<file path="config.mk">
export PLATFORM = sky130hd
export DESIGN_NAME = three_color_chase_trail_generator
export DESIGN_NICKNAME = d
export VERILOG_FILES = /design/src/rtl/tctg_pkg.sv /design/src/rtl/three_color_chase_trail_generator.sv /design/src/rtl/tctg_mul.sv /design/src/rtl/tctg_tick.sv /design/src/rtl/tctg_pixel_seq.sv
export SDC_FILE = /design/constraint.sdc
export NUM_CORES = 1
export LEC_CHECK = 0
export ABC_AREA = 1
export BUFFER_PORTS_ARGS = -buffer_cell sky130_fd_sc_hd__buf_2
export CAP_MARGIN = 20
export CELL_PAD_IN_SITES_DETAIL_PLACEMENT = 0
export CELL_PAD_IN_SITES_GLOBAL_PLACEMENT = 1
export CORE_MARGIN = 5
export CORE_UTILIZATION = 50
export DETAILED_ROUTE_END_ITERATION = 10
export GPL_TIMING_DRIVEN = 1
export PLACE_DENSITY_LB_ADDON = 0.15
export SYNTH_ARGS = -nofsm -noshare
export SYNTH_HDL_FRONTEND = slang
export SYNTH_SLANG_ARGS = --single-unit
</file>
<file path="constraint.sdc">
create_clock -name aclk -period 9.7 [get_ports aclk]
set_input_delay 0 -clock aclk [delete_from_list [all_inputs] [get_ports aclk]]
set_output_delay 0 -clock aclk [all_outputs]
set_load 0.05 [all_outputs]
</file>
<file path="src/rtl/tctg_pkg.sv">
// Shared types and constants for the three-color chase trail generator.
// Used by every module of the block; depends on nothing else.
`timescale 1ns / 1ps
`default_nettype none

package tctg_pkg;

    localparam int COLOR_W = 24;
    localparam int CHAN_W  = 8;
    localparam int IDX_W   = 6;
    localparam int CNT_W   = 7;
    localparam int TRAIL_W = 5;
    localparam int SPACE_W = 6;
    localparam int TOTAL_W = 9;
    localparam int BYTE_W  = 8;
    localparam int MUL_W   = 9;
    localparam int PROD_W  = 2 * MUL_W;
    localparam int ADDR_W  = 3;

    localparam logic [ADDR_W-1:0] REG_LED_COUNT       = 3'd0;
    localparam logic [ADDR_W-1:0] REG_TRAIL_LENGTH    = 3'd1;
    localparam logic [ADDR_W-1:0] REG_COLOR_GAP       = 3'd2;
    localparam logic [ADDR_W-1:0] REG_FADE_STEP       = 3'd3;
    localparam logic [ADDR_W-1:0] REG_FRAMES_PER_STEP = 3'd4;
    localparam logic [ADDR_W-1:0] REG_TARGET_CYCLES   = 3'd5;

    // Effective configuration after clamping, as the datapath sees it.
    typedef struct packed {
        logic [CNT_W-1:0]   led_num;
        logic [TRAIL_W-1:0] trail;
        logic [SPACE_W-1:0] spacing;
        logic [TOTAL_W-1:0] total;
        logic [BYTE_W-1:0]  fade_step;
        logic [BYTE_W-1:0]  frames_per_step;
        logic [BYTE_W-1:0]  target;
    } tctg_cfg_t;

    // Per-frame status latched when a tick beat is taken.
    typedef struct packed {
        logic [BYTE_W-1:0] step;
        logic              running;
        logic [BYTE_W-1:0] cycles_done;
    } tctg_frame_t;

    typedef enum logic [2:0] {
        ST_IDLE,
        ST_SELECT,
        ST_AMOUNT,
        ST_RED,
        ST_GREEN,
        ST_BLUE,
        ST_EMIT
    } tctg_state_t;

endpackage

`default_nettype wire

</file>
<file path="src/rtl/three_color_chase_trail_generator.sv">
// Top level of the three-color chase trail generator: configuration
// registers, tick state and pixel sequencer. Depends on tctg_pkg,
// tctg_tick, tctg_pixel_seq and tctg_mul.
//
//   Channel  Direction  Beat contents
//   s_       in         one frame tick with three head colors
//   m_       out        one pixel per LED, tlast on the final LED
//   cfg_     in         register write, index and data
//
// A tick beat is taken only while the sequencer is idle. Each LED then steps
// through select, fade amount, red, green and blue, sharing the single
// multiplier, and then emit, which waits while m_tready stalls the output. The
// output register lets the next tick be taken while the last pixel still waits.
// Reset is synchronous and restores the register defaults and clears step,
// divider and pass count.
`timescale 1ns / 1ps
`default_nettype none

module three_color_chase_trail_generator
    import tctg_pkg::*;
#(
    parameter int MAX_LEDS  = 64,
    parameter int MAX_TRAIL = 31
) (
    input  wire logic              aclk,
    input  wire logic              aresetn,
    input  wire logic              s_tvalid,
    output logic                   s_tready,
    // head_color_a [23:0], head_color_b [47:24], head_color_c [71:48]
    input  wire logic [71:0]       s_tdata,
    output logic                   m_tvalid,
    input  wire logic              m_tready,
    // pixel_index [5:0], pixel_red [13:6], pixel_green [21:14],
    // pixel_blue [29:22], still_running [30], cycles_done [38:31], zero [39]
    output logic [39:0]            m_tdata,
    output logic                   m_tlast,
    input  wire logic              cfg_wr_en,
    input  wire logic [ADDR_W-1:0] cfg_addr,
    input  wire logic [BYTE_W-1:0] cfg_wdata
);

    logic [CNT_W-1:0]   led_count_reg;
    logic [TRAIL_W-1:0] trail_length_reg;
    logic [TRAIL_W-1:0] color_gap_reg;
    logic [BYTE_W-1:0]  fade_step_reg;
    logic [BYTE_W-1:0]  frames_per_step_reg;
    logic [BYTE_W-1:0]  target_cycles_reg;

    tctg_cfg_t   cfg;
    tctg_frame_t frame;
    logic [IDX_W-1:0]  px_index;
    logic [CHAN_W-1:0] px_red, px_green, px_blue;
    logic              px_running;
    logic [BYTE_W-1:0] px_cycles;

    always_ff @(posedge aclk) begin
        if (!aresetn) begin
            led_count_reg       <= 7'd64;
            trail_length_reg    <= 5'd5;
            color_gap_reg       <= 5'd2;
            fade_step_reg       <= 8'd40;
            frames_per_step_reg <= 8'd1;
            target_cycles_reg   <= 8'd1;
        end else if (cfg_wr_en) begin
            case (cfg_addr)
                REG_LED_COUNT:       led_count_reg       <= cfg_wdata[CNT_W-1:0];
                REG_TRAIL_LENGTH:    trail_length_reg    <= cfg_wdata[TRAIL_W-1:0];
                REG_COLOR_GAP:       color_gap_reg       <= cfg_wdata[TRAIL_W-1:0];
                REG_FADE_STEP:       fade_step_reg       <= cfg_wdata;
                REG_FRAMES_PER_STEP: frames_per_step_reg <= cfg_wdata;
                REG_TARGET_CYCLES:   target_cycles_reg   <= cfg_wdata;
                default: ;
            endcase
        end
    end

    // Zero LEDs behaves as one; counts and trails beyond the limits are clamped.
    always_comb begin
        if (led_count_reg == '0) begin
            cfg.led_num = 7'd1;
        end else if (led_count_reg > CNT_W'(MAX_LEDS)) begin
            cfg.led_num = CNT_W'(MAX_LEDS);
        end else begin
            cfg.led_num = led_count_reg;
        end
        if (7'(trail_length_reg) > 7'(MAX_TRAIL)) begin
            cfg.trail = TRAIL_W'(MAX_TRAIL);
        end else begin
            cfg.trail = trail_length_reg;
        end
        cfg.spacing         = SPACE_W'(cfg.trail) + SPACE_W'(color_gap_reg);
        cfg.total           = TOTAL_W'(cfg.led_num) + TOTAL_W'({cfg.spacing, 1'b0})
                              + TOTAL_W'(cfg.trail);
        cfg.fade_step       = fade_step_reg;
        cfg.frames_per_step = frames_per_step_reg;
        cfg.target          = target_cycles_reg;
    end

    tctg_tick u_tick (
        .aclk     (aclk),
        .aresetn  (aresetn),
        .tick_acc (s_tvalid && s_tready),
        .cfg      (cfg),
        .frame    (frame)
    );

    tctg_pixel_seq u_seq (
        .aclk      (aclk),
        .aresetn   (aresetn),
        .cfg       (cfg),
        .frame     (frame),
        .s_tvalid  (s_tvalid),
        .s_tready  (s_tready),
        .s_colors  (s_tdata),
        .m_tvalid  (m_tvalid),
        .m_tready  (m_tready),
        .m_index   (px_index),
        .m_red     (px_red),
        .m_green   (px_green),
        .m_blue    (px_blue),
        .m_last    (m_tlast),
        .m_running (px_running),
        .m_cycles  (px_cycles)
    );

    assign m_tdata = {1'b0, px_cycles, px_running, px_blue, px_green, px_red, px_index};

endmodule

`default_nettype wire

</file>
<file path="src/rtl/tctg_mul.sv">
// Shared 9x9 unsigned multiplier with a registered product.
// Depends on tctg_pkg for the operand widths.
`timescale 1ns / 1ps
`default_nettype none

module tctg_mul
    import tctg_pkg::*;
(
    input  wire logic              aclk,
    input  wire logic              en,
    input  wire logic [MUL_W-1:0]  op_a,
    input  wire logic [MUL_W-1:0]  op_b,
    output logic      [PROD_W-1:0] prod
);

    logic [PROD_W-1:0] prod_reg;

    always_ff @(posedge aclk) begin
        if (en) begin
            prod_reg <= PROD_W'(op_a) * PROD_W'(op_b);
        end
    end

    assign prod = prod_reg;

endmodule

`default_nettype wire

</file>
<file path="src/rtl/tctg_tick.sv">
// Frame divider, step position and pass counter, updated once per tick beat.
// Depends on tctg_pkg for the configuration and frame status structs.
`timescale 1ns / 1ps
`default_nettype none

module tctg_tick
    import tctg_pkg::*;
(
    input  wire logic        aclk,
    input  wire logic        aresetn,
    input  wire logic        tick_acc,
    input  wire tctg_cfg_t   cfg,
    output tctg_frame_t      frame
);

    logic [BYTE_W-1:0] step_reg, step_next;
    logic [BYTE_W-1:0] div_reg, div_next;
    logic [BYTE_W-1:0] passes_reg, passes_next;
    tctg_frame_t       frame_reg, frame_next;

    logic [BYTE_W:0]    div_sum;
    logic               advance;
    logic [TOTAL_W-1:0] step_adv;
    logic               wrap;

    always_comb begin
        div_sum   = {1'b0, div_reg} + 9'd1;
        advance   = div_sum >= {1'b0, cfg.frames_per_step};
        step_adv  = advance ? ({1'b0, step_reg} + 9'd1) : {1'b0, step_reg};
        wrap      = step_adv >= cfg.total;

        div_next    = advance ? '0 : div_sum[BYTE_W-1:0];
        step_next   = step_adv[BYTE_W-1:0];
        passes_next = passes_reg;
        if (wrap) begin
            div_next  = '0;
            step_next = '0;
            if (passes_reg != 8'hFF) begin
                passes_next = passes_reg + 8'd1;
            end
        end

        // Rendering of this frame uses the step held before the update.
        frame_next.step        = step_reg;
        frame_next.cycles_done = passes_next;
        frame_next.running     = !(wrap && (passes_next >= cfg.target));
    end

    always_ff @(posedge aclk) begin
        if (!aresetn) begin
            step_reg   <= '0;
            div_reg    <= '0;
            passes_reg <= '0;
            frame_reg  <= '0;
        end else if (tick_acc) begin
            step_reg   <= step_next;
            div_reg    <= div_next;
            passes_reg <= passes_next;
            frame_reg  <= frame_next;
        end
    end

    assign frame = frame_reg;

endmodule

`default_nettype wire

</file>
<file path="src/rtl/tctg_pixel_seq.sv">
// Pixel sequencer: walks the LEDs of one frame, picks the winning head for
// each, and fades its channels through the shared multiplier.
// Depends on tctg_pkg and tctg_mul.
`timescale 1ns / 1ps
`default_nettype none

module tctg_pixel_seq
    import tctg_pkg::*;
(
    input  wire logic                   aclk,
    input  wire logic                   aresetn,
    input  wire tctg_cfg_t              cfg,
    input  wire tctg_frame_t            frame,
    input  wire logic                   s_tvalid,
    output logic                        s_tready,
    input  wire logic [3*COLOR_W-1:0]   s_colors,
    output logic                        m_tvalid,
    input  wire logic                   m_tready,
    output logic [IDX_W-1:0]            m_index,
    output logic [CHAN_W-1:0]           m_red,
    output logic [CHAN_W-1:0]           m_green,
    output logic [CHAN_W-1:0]           m_blue,
    output logic                        m_last,
    output logic                        m_running,
    output logic [BYTE_W-1:0]           m_cycles
);

    tctg_state_t state_reg, state_next;

    logic [3*COLOR_W-1:0] cols_reg;
    logic [IDX_W-1:0]     pix_reg;
    logic [COLOR_W-1:0]   win_reg;
    logic [TRAIL_W-1:0]   dist_reg;
    logic [MUL_W-1:0]     inv_reg;
    logic [CHAN_W-1:0]    red_reg;
    logic [CHAN_W-1:0]    green_reg;

    logic                 out_valid_reg;
    logic [IDX_W-1:0]     out_index_reg;
    logic [CHAN_W-1:0]    out_red_reg, out_green_reg, out_blue_reg;
    logic                 out_last_reg, out_running_reg;
    logic [BYTE_W-1:0]    out_cycles_reg;

    logic                 mul_en;
    logic [MUL_W-1:0]     mul_a, mul_b;
    logic [PROD_W-1:0]    prod;
    logic [MUL_W-1:0]     inv_amt;
    logic                 out_free;
    logic                 out_load;
    logic                 pix_last;
    logic                 tick_acc;

    logic [COLOR_W-1:0]   sel_col;
    logic [TRAIL_W-1:0]   sel_dist;
    logic [CNT_W-1:0]     head_off [3];
    logic [BYTE_W-1:0]    head_pos;
    logic [BYTE_W-1:0]    trail_dist;

    tctg_mul u_mul (
        .aclk (aclk),
        .en   (mul_en),
        .op_a (mul_a),
        .op_b (mul_b),
        .prod (prod)
    );

    assign inv_amt  = 9'd256 - {1'b0, prod[BYTE_W-1:0]};
    assign out_free = !out_valid_reg || m_tready;
    assign pix_last = ({1'b0, pix_reg} + 7'd1) == cfg.led_num;
    assign tick_acc = s_tvalid && s_tready;

    // Head selection: later colors overwrite earlier ones where trails overlap.
    always_comb begin
        sel_col  = '0;
        sel_dist = '0;
        head_off[0] = '0;
        head_off[1] = CNT_W'(cfg.spacing);
        head_off[2] = {cfg.spacing, 1'b0};
        head_pos   = '0;
        trail_dist = '0;
        for (int k = 0; k < 3; k++) begin
            head_pos   = frame.step - BYTE_W'(head_off[k]);
            trail_dist = head_pos - BYTE_W'(pix_reg);
            if ((frame.step >= BYTE_W'(head_off[k])) && (head_pos >= BYTE_W'(pix_reg))
                && (trail_dist <= BYTE_W'(cfg.trail))) begin
                sel_col  = cols_reg[k*COLOR_W +: COLOR_W];
                sel_dist = trail_dist[TRAIL_W-1:0];
            end
        end
    end

    always_comb begin
        state_next = state_reg;
        s_tready   = 1'b0;
        mul_en     = 1'b0;
        mul_a      = '0;
        mul_b      = '0;
        out_load   = 1'b0;
        case (state_reg)
            ST_IDLE: begin
                s_tready = 1'b1;
                if (s_tvalid) begin
                    state_next = ST_SELECT;
                end
            end
            ST_SELECT: begin
                state_next = ST_AMOUNT;
            end
            ST_AMOUNT: begin
                mul_en     = 1'b1;
                mul_a      = MUL_W'(dist_reg);
                mul_b      = {1'b0, cfg.fade_step};
                state_next = ST_RED;
            end
            ST_RED: begin
                mul_en     = 1'b1;
                mul_a      = {1'b0, win_reg[23:16]};
                mul_b      = inv_amt;
                state_next = ST_GREEN;
            end
            ST_GREEN: begin
                mul_en     = 1'b1;
                mul_a      = {1'b0, win_reg[15:8]};
                mul_b      = inv_reg;
                state_next = ST_BLUE;
            end
            ST_BLUE: begin
                mul_en     = 1'b1;
                mul_a      = {1'b0, win_reg[7:0]};
                mul_b      = inv_reg;
                state_next = ST_EMIT;
            end
            ST_EMIT: begin
                if (out_free) begin
                    out_load   = 1'b1;
                    state_next = pix_last ? ST_IDLE : ST_SELECT;
                end
            end
            default: begin
                state_next = ST_IDLE;
            end
        endcase
    end

    always_ff @(posedge aclk) begin
        if (!aresetn) begin
            state_reg     <= ST_IDLE;
            out_valid_reg <= 1'b0;
        end else begin
            state_reg <= state_next;
            if (out_load) begin
                out_valid_reg <= 1'b1;
            end else if (m_tready) begin
                out_valid_reg <= 1'b0;
            end
        end
    end

    always_ff @(posedge aclk) begin
        if (tick_acc) begin
            cols_reg <= s_colors;
            pix_reg  <= '0;
        end
        if (state_reg == ST_SELECT) begin
            win_reg  <= sel_col;
            dist_reg <= sel_dist;
        end
        if (state_reg == ST_RED) begin
            inv_reg <= inv_amt;
        end
        if (state_reg == ST_GREEN) begin
            red_reg <= prod[2*CHAN_W-1:CHAN_W];
        end
        if (state_reg == ST_BLUE) begin
            green_reg <= prod[2*CHAN_W-1:CHAN_W];
        end
        if (out_load) begin
            out_index_reg   <= pix_reg;
            out_red_reg     <= red_reg;
            out_green_reg   <= green_reg;
            out_blue_reg    <= prod[2*CHAN_W-1:CHAN_W];
            out_last_reg    <= pix_last;
            out_running_reg <= frame.running;
            out_cycles_reg  <= frame.cycles_done;
            pix_reg         <= pix_reg + 6'd1;
        end
    end

    assign m_tvalid  = out_valid_reg;
    assign m_index   = out_index_reg;
    assign m_red     = out_red_reg;
    assign m_green   = out_green_reg;
    assign m_blue    = out_blue_reg;
    assign m_last    = out_last_reg;
    assign m_running = out_running_reg;
    assign m_cycles  = out_cycles_reg;

endmodule

`default_nettype wire
</file>
# [Word-level counts from Yosys, hierarchy flattened]
# Index checks and enable logic that the tools add are counted.
[word_totals] ff_bits=266 in_bits=88 out_inout_bits=43 elab_cells=124
[classes] add_sub_neg=14 mul=1 magnitude_cmp=13 n_eq_ne=15 n_mux=28 n_reduce_logical=25
[ops] operator="24-bit two-way mux" n=3
[ops] operator="8-bit two-way mux" n=5
[ops] operator="8-bit by 6-bit >= comparator with 1-bit output" n=4
[ops] operator="8-bit one-hot mux with 4 select lines" n=1
[ops] operator="8-bit by 6-bit subtractor with 8-bit output" n=4
[ops] operator="9-bit one-hot mux with 3 select lines" n=1
[ops] operator="8-bit by 5-bit less-or-equal comparator with 1-bit output" n=3
[ops] operator="3-bit one-hot mux with 7 select lines" n=1
[ops] operator="8-bit by 1-bit adder with 9-bit output, second input constant" n=2
[ops] operator="8-bit by 9-bit multiplier with 16-bit output" n=1
[ops] operator="3-bit equality test, second input constant" n=5
[ops] operator="5-bit two-way mux" n=3
[ops] operator="7-bit two-way mux" n=2
[ops] operator="2-bit AND reduction" n=7
[ops] operator="3-bit by 2-bit equality test with 1-bit output, second input constant" n=4
[ops] operator="6-bit two-way mux" n=2
[ops] operator="8-bit by 5-bit adder with 9-bit output" n=1
[ops] operator="9-bit by 8-bit >= comparator with 1-bit output" n=1
[ops] operator="9-bit >= comparator" n=1
[ops] operator="9-bit two-way mux" n=1
[ops] operator="9-bit by 8-bit subtractor with 9-bit output, first input constant" n=1
[ops] operator="7-bit by 7-bit adder with 8-bit output" n=1
[ops] operator="8-bit by 1-bit adder with 8-bit output, second input constant" n=1
[ops] operator="8-bit by 1-bit >= comparator with 1-bit output, second input constant" n=1
[ops] operator="22 further kinds" n=40

# [Longest topological paths before layout]
[logic_depth] depth_word=10 mapped_depth=31 depth_no_buf=31

# [Modules after synthesis]
# A second synthesis with hierarchy kept.
[hier_totals] hier_cells=2013 area_unflattened_um2=17307.8
[by_module_without_submodules] mod="tctg_pixel_seq" n_inst=1 cells_each=869 area_per_inst_um2=9041.2 seq_area_each_um2=5245.0
[by_module_without_submodules] mod="tctg_mul" n_inst=1 cells_each=455 area_per_inst_um2=3445.8 seq_area_each_um2=540.5
[by_module_without_submodules] mod="tctg_tick" n_inst=1 cells_each=372 area_per_inst_um2=2558.7 seq_area_each_um2=660.6
[by_module_without_submodules] mod="three_color_chase_trail_generator" n_inst=1 cells_each=317 area_per_inst_um2=2262.2 seq_area_each_um2=820.8

# [Worst setup path after synthesis]
# Ideal clock, no wire load.
[synth_timing] kind="reg2reg" startpoint="reg u_seq.state_reg[1]" endpoint="reg u_seq.u_mul.prod_reg[14], in the netlist u_seq.u_mul.prod[14], data pin" setup_time_ps=276 arrival_time_ps=5352 required_ps=9424 setup_slack_ps=4072 path_stages_with_launch=21 path_buffers=1 synth_period_minus_slack_ps=5628 path_cell_list="dfxtp_1 -> inv_1 -> ha_1 -> inv_1 -> buf_1 -> nand2_1 -> inv_1 -> nand2_1 -> fa_1 -> inv_1 -> fa_1 -> fa_1 -> inv_1 -> fa_1 -> inv_1 -> ha_1 -> inv_1 -> o21ai_0 -> a21oi_1 -> o311ai_0 -> xor2_1"
[synth_between] elab_chain_len=4 word_cells_on_any_way=8 cone_classes="1 x mul; 4 x eq/ne; 2 x mux; 1 x reduce/logical"
[synth_lines] item="start, declared" line_no="tctg_pixel_seq.sv:28" source="tctg_state_t state_reg, state_next;"
[synth_lines] item="start signal, assigned" line_no="tctg_pixel_seq.sv:150" source="state_reg <= state_next;"
[synth_lines] item="3-bit equality test" line_no="tctg_pixel_seq.sv:99" source="case (state_reg)"
[synth_lines] item="2-bit OR reduction (no source line)"
[synth_lines] item="9-bit one-hot mux with 3 select lines" line_no="tctg_pixel_seq.sv:99"
[synth_lines] item="8-bit by 9-bit multiplier with 16-bit output (*)" line_no="tctg_mul.sv:20" source="prod_reg <= PROD_W'(op_a) * PROD_W'(op_b);"
[synth_lines] item="end signal, assigned" line_no="tctg_mul.sv:20"
[synth_lines] item="end, declared" line_no="tctg_mul.sv:16" source="logic [PROD_W-1:0] prod_reg;"
# Every way passes the cells marked *; elsewhere a longest branch is shown, timed or not.
# A chain may end at the register's enable or synchronous reset.

# [Final worst setup path]
# Ends and elaborated chain as after synthesis.

==> impl_metrics.ini <==
[status]
outcome = complete, no violations

[grt]
grt_pass1_wl_um = 64500
grt_usage_pct = 21.8
antenna_found_initial = 0
grt_max_degree = 83
grt_pass1_vias = 12600
grt_overflow = 0

[die]
fp.dieH_um = 190
core_um2 = 31700
die-area_um2 = 35900
fp-row-count = 65
pin_count = 131
start_util_pct = 50.8
die_x_um = 190

[detailed_routing]
ant_nets = 0
post_drt_wl_per_cell_um = 16.1
drc = 0
drt_iter0_drc = 776
vias_per_cell = 5.15
vias = 12700
wl_um = 39600
dr.pass1.iters = 5

[final_layout]
final_common_cell = nand2_1
final_cell_mix = nand2_1 (440), inv_1 (275), edfxtp_1 (188)
layout.nets = 2297
largest_reg_flops = 72
layout-drive-gt1-share_pct = 10.4
fin_util_pct = 60.2
area_growth_pct = 18.4

[placed_design]
dpl.hpwl_um = 28600
io_buffers = 129
gp_congestion = 0.895
place_ws_ns = 3.49

[timing]
setup_viol = 0
maxSlewHeadroom_pct = 28.9
hold_viol = 0
finClkSkew_ns = 0.0271
slew_viol_final = 0
finalCriticalPeriod_ns = 6.18
rsz0062_at_grt = false
setup_tns_ns = 0
max_freq_mhz = 162
hold_slack_ns = 0.143
tightest_slew_ns = 1.07
final.period_utilization_pct = 63.7
worst_slack_ns = 3.52

[setup_path]
r2r-start = u_seq.state_reg[1]$_SDFFE_PN0P_
rr_worst_depth = 19
cp.required_ns = 9.97
arrival_ns = 6.45
path_cells = inv_1 -> ha_1 -> inv_1 -> o21ai_1 -> nor3_1 -> fa_1 -> inv_1 -> fa_1 -> inv_1 -> fa_1 -> inv_1 -> fa_1 -> inv_1 -> ha_1 -> inv_1 -> o21ai_0 -> a21oi_1 -> o311ai_0 -> xor2_1
r2r_end = u_seq.u_mul.prod[14]$_DFFE_PP_
slowest_stage = inv_1
startpoint_type = flop
crit_top_cell = inv_1
critPathMaxStageDelay_ns = 0.81
r2r_slack_ns = 3.52
endpoint = u_seq.u_mul.prod[14]$_DFFE_PP_
end_kind = flop
crit_type = flop to flop
critPathLaunch = u_seq.state_reg[1]$_SDFFE_PN0P_
cp_max_fo = 28

[clock_network]
htree_levels = 1
numCtsBuffers = 29
clk_latency_ns = 0.56
clk_pin_slew_ns = 0.06
tritoncts = yes
cts_resized = 0
clock-root-buffer = clkbuf_16
clkSinkCount = 266
clk_path_buf_depth = 3

[pwr]
power.density_nw_per_um2 = 184
p_leak_nw = 8.77
vdd_drop_max_uv = 166

[synth]
synth_top_cell_by_area = edfxtp_1
synth_top_area_share_pct = 35.0
syn_area_per_cell_um2 = 8.90
synthFlopType = edfxtp_1
ys_top_cells_by_area = edfxtp_1 (35%), nand2_1 (10%), dfxtp_1 (9.7%)
syn_area_um2 = 16100
yosys_warnings = 0
seq_area_frac_synth_pct = 44.7
async_flop_share_pct = 0
ys_seq_elements = 266
syn_inst = 1811
synth.distinct_cells = 50
synth-edff-count = 188
synth_fp_nets = 2074

[flow_run]
drv_cap = 0

[hold_path]
hp-class = input port to flop
layer usage:
layer | vias to the layer above | part of all wire [%] | global-route usage [%]
met4 | 0 | 2.1 | 4.81
li1 | 6409 | - | -
met5 | - | 0 | 0
met1 | 5911 | 48 | 31.8
met2 | 310 | 45 | 35.4
met3 | 51 | 4.5 | 2.57
through the flow:
stage	instances	area [um^2]	power [W]
2_1_floorplan	1811	16100	0.00214
3_3_place_gp	2303	17000	0.00234
3_5_place_dp	2304	17100	0.00236
4_1_cts	2455	19000	0.00351
5_1_grt	2459	19100	0.00374
6_report	2460	19100	0.00352
kinds of logic (layout without fill, tap and decap cells):
family          count (synthesis)  in the layout  synth area share [%]
simple gates                  755            755                  19.8
buf+inv                       327            573                  8.20
flops                         266            266                  44.7
compound gates                224            224                  7.86
fa+ha+maj                     175            175                  16.0
xor+xnor                       63             63                  3.42
other cells                     1              2                0.0233
where the power goes:
part / leakage [nW] / total [W] / switching (W) / internal (W)
clock network: 0.466 / 0.00113 / 0.000473 / 0.000655
logic: 5.91 / 0.00102 / 0.000649 / 0.000368
registers: 2.40 / 0.00138 / 0.0000540 / 0.00132
total: 8.77 / 0.00352 / 0.00118 / 0.00235
layout make-up:
cell class | instances | area (um^2)
clock inverter | 22 | 216
multi-input combinational | 1218 | 7590
tap | 402 | 503
inverter | 283 | 1060
fill | 2709 | 12600
timing repair buffer | 236 | 1730
antenna | 1 | 2.50
clock buffer | 32 | 767
sequential | 266 | 7210
worst min path at each step:
stage / start / to / slack (ns) / cells past startpoint
after global routing: s_tdata[18] / u_seq.cols_reg[18]$_DFFE_PP_ / 0.14 / 2
after CTS: s_tdata[11] / u_seq.cols_reg[11]$_DFFE_PP_ / 0.12 / 2
after floorplan: s_tdata[0] / u_seq.cols_reg[0]$_DFFE_PP_ / 0.1 / 0
final: s_tdata[33] / u_seq.cols_reg[33]$_DFFE_PP_ / 0.14 / 2
after detailed placement: s_tdata[44] / u_seq.cols_reg[44]$_DFFE_PP_ / 0.18 / 1
after global placement: s_tdata[38] / u_seq.cols_reg[38]$_DFFE_PP_ / 0.18 / 1
critical path, delay by kind of cell (launching register included):
family | cells | cell delay (ns)
simple gates | 1 | 0.44
compound gates | 4 | 1.25
buf+inv | 7 | 1.17
xor+xnor | 1 | 0.11
flops | 1 | 0.36
fa+ha+maj | 6 | 2.55
synthesized netlist by cell type, types with 5 or more instances:
cell	instances
nand2_1	440
inv_1	277
edfxtp_1	188
ha_1	123
nor2_1	118
a21oi_1	105
nand3_1	97
dfxtp_1	78
o21ai_0	73
fa_1	52
xor2_1	47
nor3_1	44
nand4_1	34
clkbuf_1	20
xnor2_1	16
buf_6	9
a22o_1	8
buf_2	8
o211ai_1	6
a21o_1	5
a22oi_1	5
a31oi_1	5
or2_2	5
repair_timing:
| action | in CTS | in global routing |
|---|---|---|
| endpoints found under the setup margin | 0 | 0 |
| endpoints found under the hold margin | 117 | 0 |
| hold buffers | 97 | 0 |
| buffers inserted | 0 | 0 |
Note: power is estimated with default switching activity, not from simulation.
